## src/hw/rtl/rv32_alu_pkg.sv

```systemverilog
// Package: operation codes, pipeline depth and shared types for the RV32IM ALU
`timescale 1ns / 1ps
`default_nettype none
package rv32_alu_pkg;

  localparam int XLEN = 32;
  localparam int DIV_STAGES = 32;

  typedef enum logic [4:0] {
    OP_ADD    = 5'd0,
    OP_SUB    = 5'd1,
    OP_SLL    = 5'd2,
    OP_SRL    = 5'd3,
    OP_SRA    = 5'd4,
    OP_SLT    = 5'd5,
    OP_SLTU   = 5'd6,
    OP_XOR    = 5'd7,
    OP_OR     = 5'd8,
    OP_AND    = 5'd9,
    OP_MUL    = 5'd10,
    OP_MULH   = 5'd11,
    OP_MULHSU = 5'd12,
    OP_MULHU  = 5'd13,
    OP_DIV    = 5'd14,
    OP_DIVU   = 5'd15,
    OP_REM    = 5'd16,
    OP_REMU   = 5'd17,
    OP_PASSB  = 5'd18,
    OP_NONE   = 5'd19
  } op_t;

  // Divider stage contents: partial remainder, quotient bits, divisor magnitude
  typedef struct packed {
    logic [XLEN-1:0] rem;
    logic [XLEN-1:0] quo;
    logic [XLEN-1:0] dsr;
  } div_state_t;

  // Sideband carried along the divider
  typedef struct packed {
    logic            want_rem;
    logic            neg_q;
    logic            neg_r;
    logic            by_zero;
    logic            ovf;
    logic [XLEN-1:0] dividend;
  } div_ctl_t;

endpackage
`default_nettype wire

```

## src/hw/rtl/rv32_alu_mul.sv

```systemverilog
// Pipelined 33x33 signed multiplier built from four 17x17 partial products
`timescale 1ns / 1ps
`default_nettype none
module rv32_alu_mul
  import rv32_alu_pkg::*;
(
  input  wire logic            clk,
  input  wire logic            en,
  input  wire logic [XLEN-1:0] a,
  input  wire logic [XLEN-1:0] b,
  input  wire logic            a_signed,
  input  wire logic            b_signed,
  input  wire logic            want_high,
  output logic      [XLEN-1:0] prod
);

  logic signed [32:0] ax;
  logic signed [32:0] bx;
  logic signed [16:0] ahi;
  logic signed [16:0] bhi;
  logic        [15:0] alo;
  logic        [15:0] blo;
  logic signed [33:0] p_hh;
  logic signed [33:0] p_hl;
  logic signed [33:0] p_lh;
  logic        [31:0] p_ll;
  logic               hi1;
  logic signed [65:0] full;
  logic               hi2;

  assign ax  = {a_signed & a[XLEN-1], a};
  assign bx  = {b_signed & b[XLEN-1], b};
  assign ahi = ax[32:16];
  assign bhi = bx[32:16];
  assign alo = ax[15:0];
  assign blo = bx[15:0];

  // Register the partial products
  always_ff @(posedge clk) begin
    if (en) begin
      p_hh <= ahi * bhi;
      p_hl <= ahi * $signed({1'b0, blo});
      p_lh <= $signed({1'b0, alo}) * bhi;
      p_ll <= alo * blo;
      hi1  <= want_high;
    end
  end

  // Sum the partial products
  always_ff @(posedge clk) begin
    if (en) begin
      full <= (66'(p_hh) <<< 32) + (66'(p_hl) <<< 16) + (66'(p_lh) <<< 16)
              + $signed({34'd0, p_ll});
      hi2  <= hi1;
    end
  end

  assign prod = hi2 ? full[63:32] : full[31:0];

endmodule
`default_nettype wire

```

## config.mk

```make
export PLATFORM = sky130hd
export DESIGN_NAME = rv32_alu_mul
export DESIGN_NICKNAME = d
export VERILOG_FILES = /design/src/hw/rtl/rv32_alu_pkg.sv /design/src/hw/rtl/rv32_alu_mul.sv
export SDC_FILE = /design/constraint.sdc
export NUM_CORES = 2
export LEC_CHECK = 0
export CAP_MARGIN = 10
export CORE_MARGIN = 2
export CORE_UTILIZATION = 50
export DETAILED_ROUTE_END_ITERATION = 16
export DONT_BUFFER_PORTS = 1
export PLACE_DENSITY = 0.67
export SLEW_MARGIN = 40
export SYNTH_ARGS = -nofsm -noshare
export SYNTH_HDL_FRONTEND = slang
export SYNTH_SLANG_ARGS = --single-unit
```

## constraint.sdc

```tcl
create_clock -name clk -period 6.1 [get_ports clk]
set_input_delay 0.305 -clock clk [delete_from_list [all_inputs] [get_ports clk]]
set_output_delay 0.305 -clock clk [all_outputs]
set_load 0.01 [all_outputs]
```

==> impl_metrics.yaml <==
status:
  outcome: "completed"
layout:
  drive_above_1_share: 0.03440
  instances_no_fill: 6250
  fin_nets: 6486
  syn2layout_area_growth_pct: 4.136
  utilization: 0.5243
synth:
  synth_area_leaders: "fa_1, edfxtp_1, ha_1, inv_1, and2_1"
  syn_inst: 5080
  syn-mean-instance-area_um2: 9.570
  syn_nets: 6608
  netlist_area_mm2: 0.04862
  netlist.top_cell.by_area: "fa_1"
  yosys.area_share.simple: 0.1446
  synth_edf_count: 198
  synth_top_cells_by_count: "inv_1, fa_1, nand2_1, and2_1, ha_1"
  synth-main-ff-cell: "edfxtp_1"
  yosysMostFrequentCell: "inv_1"
  synth_top_family_by_area: "adder cells"
  muxShareOfSynthArea: 0.007618
  async_flop_share: 0
  synth_compound_area_frac: 0.05600
  yosys.cell_types.count: 74
  synth_fa_ha_area_frac: 0.5318
  ys_ff_latch: 198
  yosysWarnings: 0
  synthXorXnorAreaFrac: 0.02954
  yosys.area.top_type_share: 0.4167
  synth.yosys.seq_area_share: 0.1223
route:
  via_per_inst: 5.359
  first_iter_violations: 2292
  antenna_left: 0
  vias: 33490
  drcViolationCount: 0
  firstDrtPassIters: 5
  wire_per_inst_um: 19.71
  wl_um: 123200
timing:
  hold_viol_final: 0
  fmax_mhz: 169.6
  tightestPinTransition_ps: 826.7
  fin_skew_ps: 18.58
  slew_headroom: 0.4489
  holdWs_ps: 46.43
  rsz0062_at_grt: "false"
  period_needed_ps: 5895
  worst_slack_ps: 204.7
  finalSetupViolCount: 0
  finalMaxSlewViolations: 0
  post-route-period-util: 0.9664
cts:
  cts_buffer_depth: 2
  clockRootBuffer: "clkbuf_16"
  holdBufCountCts: 5
  post_cts_resized: 0
  postCtsSetupRepairBufs: 0
  htreeDepth: 4
  cts.sinks: 198
  cts_buffers: 17
  tritoncts: "done"
  path_clk_slew_ps: 90
  clk_latency_ps: 500
global_route:
  grt_pass1_wl_um: 197200
  grt_pass1_vias: 35570
  grt_max_degree: 168
  grtUsageTotal: 0.2576
  grt_overflow: 0
  antenna_found_initial: 3
worst_setup_path:
  rr_startpoint: "p_lh[2]"
  endpoint: "p_lh[33]"
  crit_fanout: 35
  arrival_ps: 6150
  end_kind: "flop"
  reg2reg_to: "full[62]"
  crit_required_ps: 6360
  r2r_slack_ps: 2060
  startpoint_type: "primary input"
  path_class: "in2reg"
  crit_start: "b[31]"
  r2r_cells: 12
placed_design:
  dp_hpwl_um: 95390
  dpl.cell_count: 6209
  gp_congestion: 0.9097
  dp_slack_ps: -302.3
  io_buffers: 0
floorplanning:
  die-height_um: 315.8
  rows: 114
  die_area_mm2: 0.09974
  die_x_um: 315.8
  core_area_mm2: 0.09657
  initial_core_util: 0.5035
  io_pins: 101
run:
  cap_violations: 0
worst_hold_path:
  whs_path_depth: 1
  hp-class: "in2reg"
==> kinds of logic after synthesis <==
kind of cell | count (synthesis)
buf+inv | 1400
xor+xnor | 164
mux | 33
fa+ha+maj | 1459
simple gates | 1421
compound gates | 405
flops | 198
==> critical path: stages <==
cell	delay [ps]
nand2_1	270
or2_2	400
fa_1	460
fa_1	500
inv_1	50
fa_1	500
fa_1	430
fa_1	500
inv_1	50
fa_1	480
inv_1	50
ha_1	280
a211o_1	310
a21oi_1	170
nor3_1	80
a41o_1	230
o41ai_1	340
buf_4	180
a31oi_1	90
a21o_1	190
a21oi_1	180
xnor2_1	80
==> layout by cell type (no fill, tap or decap), drive strengths merged, types with 17 or more instances in the layout <==
cell and instances:
and3 31, nor2 108, o21a 26, nand2 620, xnor2 122, nor2b 18, edfxtp 198, or2 20
o21bai 18, a31oi 20, o21ai 70, nand2b 32, fa 1012, and2 499, nand3 28, xor2 42
ha 447, a21o 57, a211oi 17, mux2 32, a21oi 123, nor3 32, inv 1198, buf 67
clkbuf 17
==> layout make-up <==
| type | count | area, µm² |
|---|---|---|
| fill | 8771 | 45940 |
| multi-input combinational | 3482 | 37410 |
| sequential | 198 | 5946 |
| inverter | 1189 | 4463 |
| tap | 1276 | 1597 |
| timing repair buffer | 70 | 585.6 |
| clock buffer | 17 | 425.4 |
| clock inverter | 15 | 191.4 |
| antenna | 3 | 7.507 |
==> registers in the layout, indices dropped and copies added (netlist names) <==
name	count
full	64
hi1	1
hi2	1
p_hh	32
p_hl	34
p_lh	34
p_ll	32
==> per-stage QoR <==
| step | setup TNS [ps] | area (µm²) |
|---|---|---|
| final | 0 | 50630 |
| after CTS | 0 | 50590 |
| after detailed placement | -628.3 | 49900 |
| after global placement | -330.0 | 49900 |
| after floorplan | 0 | 48620 |
| after global routing | 0 | 50620 |
==> worst min-delay path by stage <==
stage / start / endpoint / slack, ps
5_1_grt: a[0] / p_lh[0] / 20
3_3_place_gp: p_ll[7] / full[7] / 400
2_1_floorplan: p_ll[0] / full[0] / 400
4_1_cts: a[0] / p_lh[0] / 9
6_report: b[16] / p_hh[0] / 50
3_5_place_dp: want_high / hi1 / 400
==> metal layers <==
metal | GRT usage | up-vias | share of wire
met3 | 0.03850 | 165 | 0.070
li1 | - | 15040 | -
met1 | 0.3577 | 17160 | 0.43
met5 | 0 | - | 0
met4 | 0.08315 | 0 | 0.031
met2 | 0.4176 | 1125 | 0.47
Power is left out: the tool's default activity adds up to more than one toggle a clock period on the data nets, which glitch-free logic cannot reach.
